File: src/hdl/assert_macros.svh
// assertion helpers for the rtl, clocked on clk and disabled during reset
`ifndef ASSERT_MACROS_SVH
`define ASSERT_MACROS_SVH

// same-cycle implication
`define TTM_ASSERT_IMPL(label, ante, cons, msg) \
	label: assert property (@(posedge clk) disable iff (!arst_n) (ante) |-> (cons)) \
		else $error(msg);

// next-cycle implication
`define TTM_ASSERT_NEXT(label, ante, cons, msg) \
	label: assert property (@(posedge clk) disable iff (!arst_n) (ante) |=> (cons)) \
		else $error(msg);

`endif

File: src/hdl/ttm_pkg.sv
package ttm_pkg;

	localparam int TIMER_SLOTS   = 16;
	localparam int OWNER_BITS    = 8;
	localparam int EVENT_BITS    = 16;
	localparam int IVL_BITS      = 32;
	localparam int TIME_BITS     = 48;
	localparam int OP_BITS       = 3;
	localparam int STATUS_BITS   = 3;
	localparam int SLOT_IDX_BITS = $clog2(TIMER_SLOTS);

	typedef enum logic [OP_BITS-1:0] {
		OP_TICK       = 3'd0,
		OP_SET        = 3'd1,
		OP_KILL_ONE   = 3'd2,
		OP_KILL_OWNER = 3'd3,
		OP_KILL_ALL   = 3'd4
	} op_t;

	typedef enum logic [STATUS_BITS-1:0] {
		ST_DONE      = 3'd0,
		ST_FIRED     = 3'd1,
		ST_REJECTED  = 3'd2,
		ST_NOT_FOUND = 3'd3,
		ST_FULL      = 3'd4
	} status_t;

	typedef enum logic [1:0] {
		S_IDLE,
		S_SCAN,
		S_SCAN2,
		S_FIN
	} state_t;

	typedef struct packed {
		logic                  valid;
		logic [OWNER_BITS-1:0] owner;
		logic [EVENT_BITS-1:0] evt_id;
		logic [IVL_BITS-1:0]   interval;
		logic                  periodic;
		logic [TIME_BITS-1:0]  deadline;
	} slot_t;

	typedef struct packed {
		logic [OWNER_BITS-1:0] owner;
		logic [EVENT_BITS-1:0] evt_id;
		logic [IVL_BITS-1:0]   interval;
		logic                  periodic;
	} req_t;

	typedef struct packed {
		logic fire;
		logic match;
		logic free;
	} flag_t;

endpackage

File: src/hdl/ttm_cell.sv
module ttm_cell (
	input  logic            clk,
	input  logic            arst_n,
	input  logic            shift,
	input  ttm_pkg::slot_t  d,
	output ttm_pkg::slot_t  q
);

	logic                           valid_q;
	logic [ttm_pkg::OWNER_BITS-1:0] owner_q;
	logic [ttm_pkg::EVENT_BITS-1:0] evt_id_q;
	logic [ttm_pkg::IVL_BITS-1:0]   interval_q;
	logic                           periodic_q;
	logic [ttm_pkg::TIME_BITS-1:0]  deadline_q;

	always_ff @(posedge clk or negedge arst_n) begin
		if (!arst_n) begin
			valid_q <= 1'b0;
		end else if (shift) begin
			valid_q <= d.valid;
		end
	end

	always_ff @(posedge clk) begin
		if (shift) begin
			owner_q    <= d.owner;
			evt_id_q   <= d.evt_id;
			interval_q <= d.interval;
			periodic_q <= d.periodic;
			deadline_q <= d.deadline;
		end
	end

	assign q = '{valid: valid_q, owner: owner_q, evt_id: evt_id_q, interval: interval_q,
		periodic: periodic_q, deadline: deadline_q};

endmodule

File: src/hdl/ttm_proc.sv
module ttm_proc (
	input  logic [ttm_pkg::OP_BITS-1:0]   op,
	input  logic                          second_pass,
	input  logic                          at_target,
	input  ttm_pkg::req_t                 req,
	input  logic [ttm_pkg::TIME_BITS-1:0] now,
	input  ttm_pkg::slot_t                head,
	output ttm_pkg::slot_t                nxt,
	output ttm_pkg::flag_t                flags
);

	logic owner_eq;
	logic evt_eq;

	assign owner_eq = head.owner == req.owner;
	assign evt_eq   = head.evt_id == req.evt_id;

	always_comb begin
		nxt         = head;
		flags.fire  = 1'b0;
		flags.match = 1'b0;
		flags.free  = !head.valid;
		unique case (op)
			ttm_pkg::OP_TICK: begin
				flags.fire = head.valid && (head.deadline <= now);
				if (flags.fire) begin
					if (head.periodic) begin
						nxt.deadline = now + ttm_pkg::TIME_BITS'(head.interval);
					end else begin
						nxt.valid = 1'b0;
					end
				end
			end
			ttm_pkg::OP_SET: begin
				flags.match = head.valid && owner_eq && evt_eq;
				// second lap writes the chosen slot as it passes the head
				if (second_pass && at_target) begin
					nxt.valid    = 1'b1;
					nxt.owner    = req.owner;
					nxt.evt_id   = req.evt_id;
					nxt.interval = req.interval;
					nxt.periodic = req.periodic;
					nxt.deadline = now + ttm_pkg::TIME_BITS'(req.interval);
				end
			end
			ttm_pkg::OP_KILL_ONE: begin
				flags.match = head.valid && owner_eq && evt_eq;
				if (flags.match) begin
					nxt.valid = 1'b0;
				end
			end
			ttm_pkg::OP_KILL_OWNER: begin
				flags.match = head.valid && owner_eq;
				if (flags.match) begin
					nxt.valid = 1'b0;
				end
			end
			ttm_pkg::OP_KILL_ALL: begin
				nxt.valid = 1'b0;
			end
			default: begin
			end
		endcase
	end

endmodule

File: src/hdl/timer_table_manager_core.sv
// timer table: a ring of timer slot cells that rotates one slot per cycle past a
// single head unit, which tests, fires, kills or writes the slot at the head.
// request channel: in_valid/in_ready with operation, owner, event_id, interval,
// periodic; in_ready is high only while no request is in progress.
// result channel: out_valid/out_ready with status, fired_owner, fired_event, last;
// every request ends with exactly one result that has last set.
// tick, kill one, kill owner and kill all take one lap of the ring, then the
// final result is issued from the fin state and the block returns to idle.
// set takes two laps (search, then write of the chosen slot); a set on a
// full table stops after the search lap.
// rejected and unknown requests skip the ring and go straight to the fin state.
// fired timers of a tick leave in slot order; one is held back so that the
// last one can carry the last flag.
// a result register parts the two channels; when it is still full the lap
// pauses at the next fired timer and the ring holds until out_ready.
// reset clears time, every slot valid bit and both handshakes; slot contents
// are not cleared and the block takes a request in the first cycle after reset.
`include "assert_macros.svh"

module timer_table_manager_core (
	input  logic                            clk,
	input  logic                            arst_n,
	input  logic                            in_valid,
	output logic                            in_ready,
	input  logic [ttm_pkg::OP_BITS-1:0]     operation,
	input  logic [ttm_pkg::OWNER_BITS-1:0]  owner,
	input  logic [ttm_pkg::EVENT_BITS-1:0]  event_id,
	input  logic [ttm_pkg::IVL_BITS-1:0]    interval,
	input  logic                            periodic,
	output logic                            out_valid,
	input  logic                            out_ready,
	output logic [ttm_pkg::STATUS_BITS-1:0] status,
	output logic [ttm_pkg::OWNER_BITS-1:0]  fired_owner,
	output logic [ttm_pkg::EVENT_BITS-1:0]  fired_event,
	output logic                            last
);

	ttm_pkg::state_t                    state_q, state_d;
	logic [ttm_pkg::OP_BITS-1:0]        op_q;
	ttm_pkg::req_t                      req_q;
	logic                               bad_q;
	logic [ttm_pkg::SLOT_IDX_BITS-1:0]  cnt_q;
	logic [ttm_pkg::TIME_BITS-1:0]      now_q;
	logic                               hit_q, free_q, any_q;
	logic [ttm_pkg::SLOT_IDX_BITS-1:0]  hit_idx_q, free_idx_q;
	logic                               pend_valid_q;
	logic [ttm_pkg::OWNER_BITS-1:0]     pend_owner_q;
	logic [ttm_pkg::EVENT_BITS-1:0]     pend_event_q;
	logic                               out_valid_q;
	logic [ttm_pkg::STATUS_BITS-1:0]    status_q;
	logic [ttm_pkg::OWNER_BITS-1:0]     owner_out_q;
	logic [ttm_pkg::EVENT_BITS-1:0]     event_out_q;
	logic                               last_q;

	ttm_pkg::slot_t                     ring [ttm_pkg::TIMER_SLOTS];
	ttm_pkg::slot_t                     proc_nxt;
	ttm_pkg::flag_t                     flags;
	ttm_pkg::req_t                      req_in;

	logic                               accept, req_bad, op_known, direct_fin;
	logic                               out_free, shift, scan_emit, fin_load, cnt_last;
	logic                               at_target;
	logic [ttm_pkg::SLOT_IDX_BITS-1:0]  tgt_idx;
	logic [ttm_pkg::STATUS_BITS-1:0]    fin_status;
	logic [ttm_pkg::OWNER_BITS-1:0]     fin_owner;
	logic [ttm_pkg::EVENT_BITS-1:0]     fin_event;

	assign req_in   = '{owner: owner, evt_id: event_id, interval: interval, periodic: periodic};
	assign accept   = in_valid && in_ready;
	assign out_free = !out_valid_q || out_ready;
	assign cnt_last = cnt_q == ttm_pkg::SLOT_IDX_BITS'(ttm_pkg::TIMER_SLOTS - 1);
	assign tgt_idx  = hit_q ? hit_idx_q : free_idx_q;
	assign at_target = cnt_q == tgt_idx;
	assign req_bad  = (owner == '0) || (event_id == '0) || (interval == '0);

	// slot ring: cell i takes from cell i+1, the tail takes the head's update
	for (genvar i = 0; i < ttm_pkg::TIMER_SLOTS; i++) begin : g_cell
		ttm_pkg::slot_t d;
		if (i == ttm_pkg::TIMER_SLOTS - 1) begin : g_tail
			assign d = proc_nxt;
		end else begin : g_mid
			assign d = ring[i+1];
		end
		ttm_cell u_cell (
			.clk    (clk),
			.arst_n (arst_n),
			.shift  (shift),
			.d      (d),
			.q      (ring[i])
		);
	end

	ttm_proc u_proc (
		.op          (op_q),
		.second_pass (state_q == ttm_pkg::S_SCAN2),
		.at_target   (at_target),
		.req         (req_q),
		.now         (now_q),
		.head        (ring[0]),
		.nxt         (proc_nxt),
		.flags       (flags)
	);

	always_comb begin
		unique case (operation)
			ttm_pkg::OP_TICK, ttm_pkg::OP_SET, ttm_pkg::OP_KILL_ONE,
			ttm_pkg::OP_KILL_OWNER, ttm_pkg::OP_KILL_ALL: op_known = 1'b1;
			default: op_known = 1'b0;
		endcase
		direct_fin = !op_known || (operation == ttm_pkg::OP_SET && req_bad);
	end

	always_ff @(posedge clk or negedge arst_n) begin
		if (!arst_n) begin
			state_q <= ttm_pkg::S_IDLE;
		end else begin
			state_q <= state_d;
		end
	end

	always_comb begin
		state_d   = state_q;
		in_ready  = 1'b0;
		shift     = 1'b0;
		scan_emit = 1'b0;
		fin_load  = 1'b0;
		unique case (state_q)
			ttm_pkg::S_IDLE: begin
				in_ready = 1'b1;
				if (in_valid) begin
					state_d = direct_fin ? ttm_pkg::S_FIN : ttm_pkg::S_SCAN;
				end
			end
			ttm_pkg::S_SCAN: begin
				// a second fired timer must push the held one out first
				if (op_q == ttm_pkg::OP_TICK && flags.fire && pend_valid_q) begin
					shift     = out_free;
					scan_emit = out_free;
				end else begin
					shift = 1'b1;
				end
				if (shift && cnt_last) begin
					if (op_q == ttm_pkg::OP_SET &&
						(hit_q || flags.match || free_q || flags.free)) begin
						state_d = ttm_pkg::S_SCAN2;
					end else begin
						state_d = ttm_pkg::S_FIN;
					end
				end
			end
			ttm_pkg::S_SCAN2: begin
				shift = 1'b1;
				if (cnt_last) begin
					state_d = ttm_pkg::S_FIN;
				end
			end
			ttm_pkg::S_FIN: begin
				if (out_free) begin
					fin_load = 1'b1;
					state_d  = ttm_pkg::S_IDLE;
				end
			end
			default: begin
				state_d = ttm_pkg::S_IDLE;
			end
		endcase
	end

	always_comb begin
		fin_status = ttm_pkg::ST_DONE;
		fin_owner  = '0;
		fin_event  = '0;
		unique case (op_q)
			ttm_pkg::OP_TICK: begin
				if (pend_valid_q) begin
					fin_status = ttm_pkg::ST_FIRED;
					fin_owner  = pend_owner_q;
					fin_event  = pend_event_q;
				end
			end
			ttm_pkg::OP_SET: begin
				fin_event = req_q.evt_id;
				if (bad_q) begin
					fin_status = ttm_pkg::ST_REJECTED;
				end else if (!(hit_q || free_q)) begin
					fin_status = ttm_pkg::ST_FULL;
				end
			end
			ttm_pkg::OP_KILL_ONE, ttm_pkg::OP_KILL_OWNER: begin
				fin_status = any_q ? ttm_pkg::ST_DONE : ttm_pkg::ST_NOT_FOUND;
			end
			ttm_pkg::OP_KILL_ALL: begin
				fin_status = ttm_pkg::ST_DONE;
			end
			default: begin
				fin_status = ttm_pkg::ST_REJECTED;
			end
		endcase
	end

	// control registers
	always_ff @(posedge clk or negedge arst_n) begin
		if (!arst_n) begin
			op_q         <= ttm_pkg::OP_TICK;
			bad_q        <= 1'b0;
			cnt_q        <= '0;
			now_q        <= '0;
			hit_q        <= 1'b0;
			free_q       <= 1'b0;
			any_q        <= 1'b0;
			pend_valid_q <= 1'b0;
			out_valid_q  <= 1'b0;
		end else begin
			if (accept) begin
				op_q         <= operation;
				bad_q        <= req_bad;
				cnt_q        <= '0;
				hit_q        <= 1'b0;
				free_q       <= 1'b0;
				any_q        <= 1'b0;
				pend_valid_q <= 1'b0;
				if (operation == ttm_pkg::OP_TICK) begin
					now_q <= now_q + ttm_pkg::TIME_BITS'(1);
				end
			end
			if (shift) begin
				cnt_q <= cnt_last ? '0 : cnt_q + ttm_pkg::SLOT_IDX_BITS'(1);
				if (state_q == ttm_pkg::S_SCAN) begin
					if (flags.match) begin
						hit_q <= 1'b1;
						any_q <= 1'b1;
					end
					if (flags.free) begin
						free_q <= 1'b1;
					end
					if (op_q == ttm_pkg::OP_TICK && flags.fire) begin
						pend_valid_q <= 1'b1;
					end
				end
			end
			if (scan_emit || fin_load) begin
				out_valid_q <= 1'b1;
			end else if (out_ready) begin
				out_valid_q <= 1'b0;
			end
		end
	end

	// payload registers
	always_ff @(posedge clk) begin
		if (accept) begin
			req_q <= req_in;
		end
		if (shift && state_q == ttm_pkg::S_SCAN) begin
			if (flags.match && !hit_q) begin
				hit_idx_q <= cnt_q;
			end
			if (flags.free && !free_q) begin
				free_idx_q <= cnt_q;
			end
			if (op_q == ttm_pkg::OP_TICK && flags.fire) begin
				pend_owner_q <= ring[0].owner;
				pend_event_q <= ring[0].evt_id;
			end
		end
		if (scan_emit) begin
			status_q    <= ttm_pkg::ST_FIRED;
			owner_out_q <= pend_owner_q;
			event_out_q <= pend_event_q;
			last_q      <= 1'b0;
		end else if (fin_load) begin
			status_q    <= fin_status;
			owner_out_q <= fin_owner;
			event_out_q <= fin_event;
			last_q      <= 1'b1;
		end
	end

	assign out_valid   = out_valid_q;
	assign status      = status_q;
	assign fired_owner = owner_out_q;
	assign fired_event = event_out_q;
	assign last        = last_q;

	`TTM_ASSERT_IMPL(a_fired_has_owner, out_valid && status == ttm_pkg::ST_FIRED, fired_owner != '0, "fired result without owner")
	`TTM_ASSERT_IMPL(a_idle_cnt_zero, state_q == ttm_pkg::S_IDLE, cnt_q == '0, "slot counter not parked at zero while idle")
	`TTM_ASSERT_NEXT(a_tick_advances_time, accept && operation == ttm_pkg::OP_TICK, now_q == $past(now_q) + ttm_pkg::TIME_BITS'(1), "tick did not advance time by one")
	`TTM_ASSERT_IMPL(a_pending_only_on_tick, pend_valid_q, op_q == ttm_pkg::OP_TICK, "held fired timer outside a tick")

endmodule
File: config.mk
export PLATFORM = sky130hd
export DESIGN_NAME = timer_table_manager_core
export DESIGN_NICKNAME = d
export VERILOG_FILES = /design/src/hdl/ttm_pkg.sv /design/src/hdl/ttm_cell.sv /design/src/hdl/ttm_proc.sv /design/src/hdl/timer_table_manager_core.sv
export VERILOG_INCLUDE_DIRS = /design/src /design/src/hdl
export SDC_FILE = /design/constraint.sdc
export NUM_CORES = 2
export LEC_CHECK = 0
export ABC_CLOCK_PERIOD_IN_PS = 35600
export BUFFER_PORTS_ARGS = -buffer_cell sky130_fd_sc_hd__buf_2
export CAP_MARGIN = 20
export CORE_MARGIN = 2
export CORE_UTILIZATION = 26
export DETAILED_ROUTE_END_ITERATION = 10
export GPL_TIMING_DRIVEN = 0
export PLACE_DENSITY_LB_ADDON = 0.1
export SLEW_MARGIN = 40
export SYNTH_ARGS = -nofsm -noshare
export SYNTH_HDL_FRONTEND = slang
export SYNTH_HIERARCHICAL = 1
export SYNTH_SLANG_ARGS = --single-unit
export TNS_END_PERCENT = 100
File: constraint.sdc
create_clock -name clk -period 35.6 [get_ports clk]
set_clock_uncertainty 0.1 [all_clocks]
set_input_delay 7.12 -clock clk [delete_from_list [all_inputs] [get_ports clk]]
set_output_delay 7.12 -clock clk [all_outputs]
set_load 0.02 [all_outputs]
# Word level (Yosys, flattened, before mapping)
# Cells that the tools add are included.
[op_classes] n_addsub=4 n_lt_le_gt_ge=1 n_eq_ne=19 n_mux=63 reduce_logical=44
[ops] cell="106-bit two-way mux" n=1
[ops] cell="48-bit by 32-bit adder with 48-bit output" n=2
[ops] cell="48-bit two-way mux" n=2
[ops] cell="48-bit one-hot mux with 2 select lines" n=1
[ops] cell="57-bit two-way mux" n=1
[ops] cell="48-bit by 1-bit adder with 48-bit output (second input constant)" n=1
[ops] cell="48-bit less-or-equal comparator" n=1
[ops] cell="16-bit two-way mux" n=3
[ops] cell="1-bit two-way mux" n=33
[ops] cell="32-bit zero test" n=1
[ops] cell="8-bit two-way mux" n=4
[ops] cell="16-bit one-hot mux with 2 select lines" n=1
[ops] cell="16-bit equality test" n=1
[ops] cell="16-bit zero test" n=1
[ops] cell="4-bit two-way mux" n=4
[ops] cell="1-bit logical AND" n=13
[ops] cell="3-bit by 2-bit equality test with 1-bit output (second input constant)" n=4
[ops] cell="2-bit two-way mux" n=6
[ops] cell="3-bit one-hot mux with 4 select lines" n=1
[ops] cell="1-bit logical OR" n=9
[ops] cell="8-bit equality test" n=1
[ops] cell="8-bit zero test" n=1
[ops] cell="2-bit != test (second input constant)" n=4
[ops] cell="2-bit one-hot mux with 4 select lines" n=1
[ops] cell="other kinds (18)" n=34
[totals] ff_bits=1876 in_bits=64 output_inout_bits=30 elab_cells=249

# Longest topological paths before layout
[logic_depth] ltp_word=11 mapped_depth=15 ltp_nobuf=13

# Modules after synthesis
# Netlist, hierarchy kept.
[by_module_without_submodules] mod="ttm_cell" n_inst=16 cells_per_inst=109 area_per_inst_um2=3208.1 seq_area_each_um2=3178.0
[by_module_without_submodules] mod="ttm_proc" n_inst=1 cells_per_inst=1166 area_per_inst_um2=7337.0 seq_area_each_um2=0.0
[by_module_without_submodules] mod="timer_table_manager_core" n_inst=1 cells_per_inst=462 area_per_inst_um2=7049.3 seq_area_each_um2=5049.8

# Least setup slack after synthesis
# No wires, ideal clock.
[synth_path] kind="input port to flip-flop" startpoint="in out_ready" endpoint="reg hit_idx_q[0] (netlist name) (enable)" setup_ns=0.383 t_arrival_ns=29.559 required_time_ns=35.117 setup_slack_ns=5.558 path_stages=5 path_buffers=1 cell_sequence="nor2b_1 -> a41oi_1 -> buf_2 -> nand3_1 -> nor2_1"
[synth_via] elab_chain_cells=6
[synth_rtl] element="from (decl)" line_no="timer_table_manager_core.sv:31" rtl="input logic out_ready,"
[synth_rtl] element="1-bit logical OR" line_no="timer_table_manager_core.sv:70" rtl="assign out_free = !out_valid_q || out_ready;"
[synth_rtl] element="1-bit two-way mux" line_no="timer_table_manager_core.sv:136" rtl="if (op_q == ttm_pkg::OP_TICK && flags.fire && pend_valid_q) begin"
[synth_rtl] element="1-bit two-way mux" line_no="timer_table_manager_core.sv:127" rtl="unique case (state_q)"
[synth_rtl] element="1-bit one-hot mux with 2 select lines" line_no="timer_table_manager_core.sv:127"
[synth_rtl] element="via shift" line_no="timer_table_manager_core.sv:61" rtl="logic out_free, shift, scan_emit, fin_load, cnt_last;"
[synth_rtl] element="1-bit logical AND" line_no="timer_table_manager_core.sv:254" rtl="if (shift && state_q == ttm_pkg::S_SCAN) begin"
[synth_rtl] element="2-bit AND reduction (no line)"
[synth_rtl] element="to (signal assigned)" line_no="timer_table_manager_core.sv:256" rtl="hit_idx_q <= cnt_q;"
[synth_rtl] element="to (decl)" line_no="timer_table_manager_core.sv:45" rtl="logic [ttm_pkg::SLOT_IDX_BITS-1:0] hit_idx_q, free_idx_q;"
# The timed path passes the listed nets, and every way through them passes these cells. The select of a mux whose other input is x is not followed.
# A chain may end at the register's enable or synchronous reset.

# Final worst setup path
[layout_path] startpoint="in out_ready" endpoint="reg g_cell[4].u_cell/deadline_q[31] (netlist name) (enable)"
[layout_via] elab_chain_cells=4
[layout_rtl] element="1-bit logical OR" line_no="timer_table_manager_core.sv:70"
[layout_rtl] element="1-bit two-way mux" line_no="timer_table_manager_core.sv:136"
[layout_rtl] element="1-bit two-way mux" line_no="timer_table_manager_core.sv:127"
[layout_rtl] element="1-bit one-hot mux with 2 select lines" line_no="timer_table_manager_core.sv:127"
[layout_rtl] element="via shift" line_no="timer_table_manager_core.sv:61"
[layout_rtl] element="to (signal assigned)" line_no="ttm_cell.sv:30" rtl="deadline_q <= d.deadline;"
[layout_rtl] element="to (decl)" line_no="ttm_cell.sv:14" rtl="logic [ttm_pkg::TIME_BITS-1:0] deadline_q;"
# The timed path passes the listed nets, and every way through them passes these cells. The select of a mux whose other input is x is not followed.

==> metrics.yaml <==
synthFlopType: "edfxtp_1"
initial_core_util: 0.261
clkTransAtPathRegs_ns: 0.06
clkSinkCount: 1876
synth_top_area_frac: 0.819
min_from: "g_cell[1].u_cell/deadline_q[0]"
cts_tree: "yes"
synth_area_leaders: "edfxtp_1 82%, dfrtp_1 3.0%, ha_1 2.3%, nand2_1 1.7%, xnor2_1 1.4%"
synth-edff-count: 1793
io_buffers: 93
final_common_cell: "edfxtp_1"
regArea_um2: 55900
cts_buffer_depth: 3
whs_ns: 0.273
first_pass_iters: 5
pre_cts_ws_ns: 22.98
gp_congestion: 0.829
reg2reg_to: "g_cell[4].u_cell/deadline_q[31]"
synth_cells: 3372
pwr-share-clk: 0.263
p_switching_mw: 2.13
worst_slack_ns: 23.89
cts-htree-levels: 4
drc: 0
placeableCoreArea_um2: 251000
power.internal_mw: 5.61
period_needed_ns: 11.71
grt_overflow: 0
grt_antenna_before_repair: 29
endpoint_kind: "flip-flop"
fin_tns_setup_ns: 0
die_area_um2: 257000
grt_pass1_vias: 29290
critical_path_required_ns: 35.98
r2r_cells: 20
synthToLayoutAreaGrowth_pct: 18.2
yosysTopAreaCell: "edfxtp_1"
fp-row-count: 184
synth_fp_nets: 3557
nets: 3884
synth_area_um2: 65700
viasPerCell: 4.12
p_leak_nw: 26.1
synth-seq-cells: 1876
ys_seq_area_frac: 0.851
grt_pass1_wl_um: 199000
yosysWarningCount: 6
status: "complete, no violations"
dr_total_vias: 29739
grt_max_degree: 111
min_path_cells: 0
ir_drop_uv: 94.1
numCtsBuffers: 204
combPwrFrac: 0.152
worstReg2RegStart: "now_q[30]"
postCtsSetupRepairBufs: 0
io_pins: 94
reg2reg_slack_ns: 27.62
syn_area_per_cell_um2: 19.5
fillers: 24551
path_max_fanout: 107
final_cells: 7219
crit_arrival_ns: 12.09
critPathLaunchType: "input port"
async_reset_ff_frac: 0.0421
clock_latency_ns: 0.85
final_max_slew_viol_count: 0
multi_input_area_um2: 9080
holdBufCountCts: 0
dp_hpwl_um: 88100
fin_crit_sh: 0.329
drtIter0Drc: 2402
wl_um: 136000
maxSlewHeadroom: 0.389
post-place-cells: 6841
hold_viol: 0
crit_type: "in -> reg"
most-common-layout-cells: "1793 x edfxtp_1, 302 x nand2_1, 206 x clkbuf_16"
ys_types: 91
hold_class: "reg -> reg"
dieHeight_um: 507
wire_per_inst_um: 18.9
root_buffer: "clkbuf_16"
p_sw_frac: 0.275
die_w_um: 507
setup_viol: 0
detail-route-antenna-nets: 0
power_frac_seq: 0.585
worst_slew_pin_slew_ns: 0.913
postCtsResizedCells: 0
rsz0062_at_grt: "false"
globalRouteTotalUtil: 0.105
timing.fmax_ghz: 0.0854
power_density_nw_per_um2: 99.8
hold_end: "g_cell[0].u_cell/deadline_q[0]"
maxCapViolations: 0
layout-drive-gt1-share: 0.135
[sequential cells by signal, indices dropped and copies added (netlist names), 2 cells and up]
name	count
cnt_q	4
fired_event	16
fired_owner	8
free_idx_q	4
g_cell.u_cell/deadline_q	768
g_cell.u_cell/evt_id_q	256
g_cell.u_cell/interval_q	512
g_cell.u_cell/owner_q	128
g_cell.u_cell/periodic_q	16
g_cell.u_cell/valid_q	16
hit_idx_q	4
now_q	48
op_q	3
pend_event_q	16
pend_owner_q	8
req_q	57
state_q	2
status	3
[power groups by stage]
| stage | Sequential (mW) | Clock (mW) | Combinational (mW) |
|---|---|---|---|
| global route | 4.65 | 2.22 | 1.32 |
| CTS | 4.55 | 2.14 | 1.22 |
| detailed placement | 4.58 | 0 | 1.22 |
| finish | 4.53 | 2.04 | 1.18 |
| global placement | 5.55 | 0 | 0.947 |
| floorplan | 5.61 | 0 | 0.745 |
[logic make-up (layout without fill, tap and decap cells)]
group | Yosys count | count (layout) | share of synthesized area
muxes | 32 | 32 | 0.00619
adders and majority gates | 121 | 121 | 0.0233
other | 0 | 8 | 0
buffers and inverters | 170 | 661 | 0.0118
xor gates and xnor gates | 152 | 152 | 0.0203
DFF | 1876 | 1876 | 0.851
and+or+nand+nor | 612 | 612 | 0.0454
AOI/OAI and AO/OA | 409 | 409 | 0.0425
[how the worst max path moves through the flow]
stage / start / end / slack [ns] / depth (start not counted)
6_report: out_ready / g_cell[4].u_cell/deadline_q[31] / 23.89 / 12
5_1_grt: out_ready / g_cell[6].u_cell/deadline_q[29] / 23.54 / 12
4_1_cts: out_ready / g_cell[8].u_cell/interval_q[18] / 23.90 / 12
3_5_place_dp: out_ready / g_cell[3].u_cell/deadline_q[31] / 22.98 / 12
3_3_place_gp: out_ready / hit_idx_q[2] / -5.15 / 6
2_1_floorplan: out_ready / hit_idx_q[0] / 5.56 / 5
[metrics by stage]
| step | area [um2] | utilization | power, mW |
|---|---|---|---|
| 2_1_floorplan | 65700 | - | 6.36 |
| 3_3_place_gp | 70400 | 0.280 | 6.50 |
| 3_5_place_dp | 71100 | 0.283 | 5.80 |
| 4_1_cts | 77600 | 0.309 | 7.91 |
| 5_1_grt | 77600 | 0.309 | 8.19 |
| 6_report | 77600 | 0.309 | 7.75 |
[worst max-delay path, cell delays in order]
cell and delay, ns:
buf_2 0.08, nor2b_1 0.05, a41oi_1 0.50, buf_12 0.50
buf_16 0.36, buf_16 0.38, buf_16 0.39, buf_16 0.41
buf_16 0.45, buf_16 0.39, buf_16 0.40, buf_16 0.38
[layout make-up]
| class | count | share of cell area |
|---|---|---|
| buffer | 87 | 0.00641 |
| sequential | 1876 | 0.720 |
| inverter | 83 | 0.00408 |
| antenna | 8 | 0.000258 |
| timing repair buffer | 121 | 0.0144 |
| tap | 3348 | 0.0539 |
| clock inverter | 113 | 0.0145 |
| multi-input combinational | 1326 | 0.117 |
| clock buffer | 257 | 0.0695 |
[synth_stat cells (9+ instances only)]
master and number:
ha_1 119, nand3_1 36, clkbuf_1 44, and2_1 19, inv_1 79, edfxtp_1 1793
a21o_1 41, o21ai_0 45, a21oi_1 102, nor4_1 23, xnor2_1 107, nor3_1 23
a221oi_1 9, nor2_1 90, a31oi_1 14, nand2b_1 11, nand4_1 43, o211ai_1 18
o221ai_1 23, mux2i_1 11, nand2_1 302, and3_1 12, a221o_1 11, mux2_4 16
a22oi_1 16, dfrtp_1 79, xor2_1 45, a22o_1 19, a211oi_1 13, o21ai_1 29
buf_4 32
[layer usage]
metal | global-route usage | share of wire
met5 | 0 | 0.00030
met2 | 0.154 | 0.43
met3 | 0.0218 | 0.045
met1 | 0.151 | 0.49
met4 | 0.0412 | 0.034
Note: power is estimated with default switching activity, not from simulation.
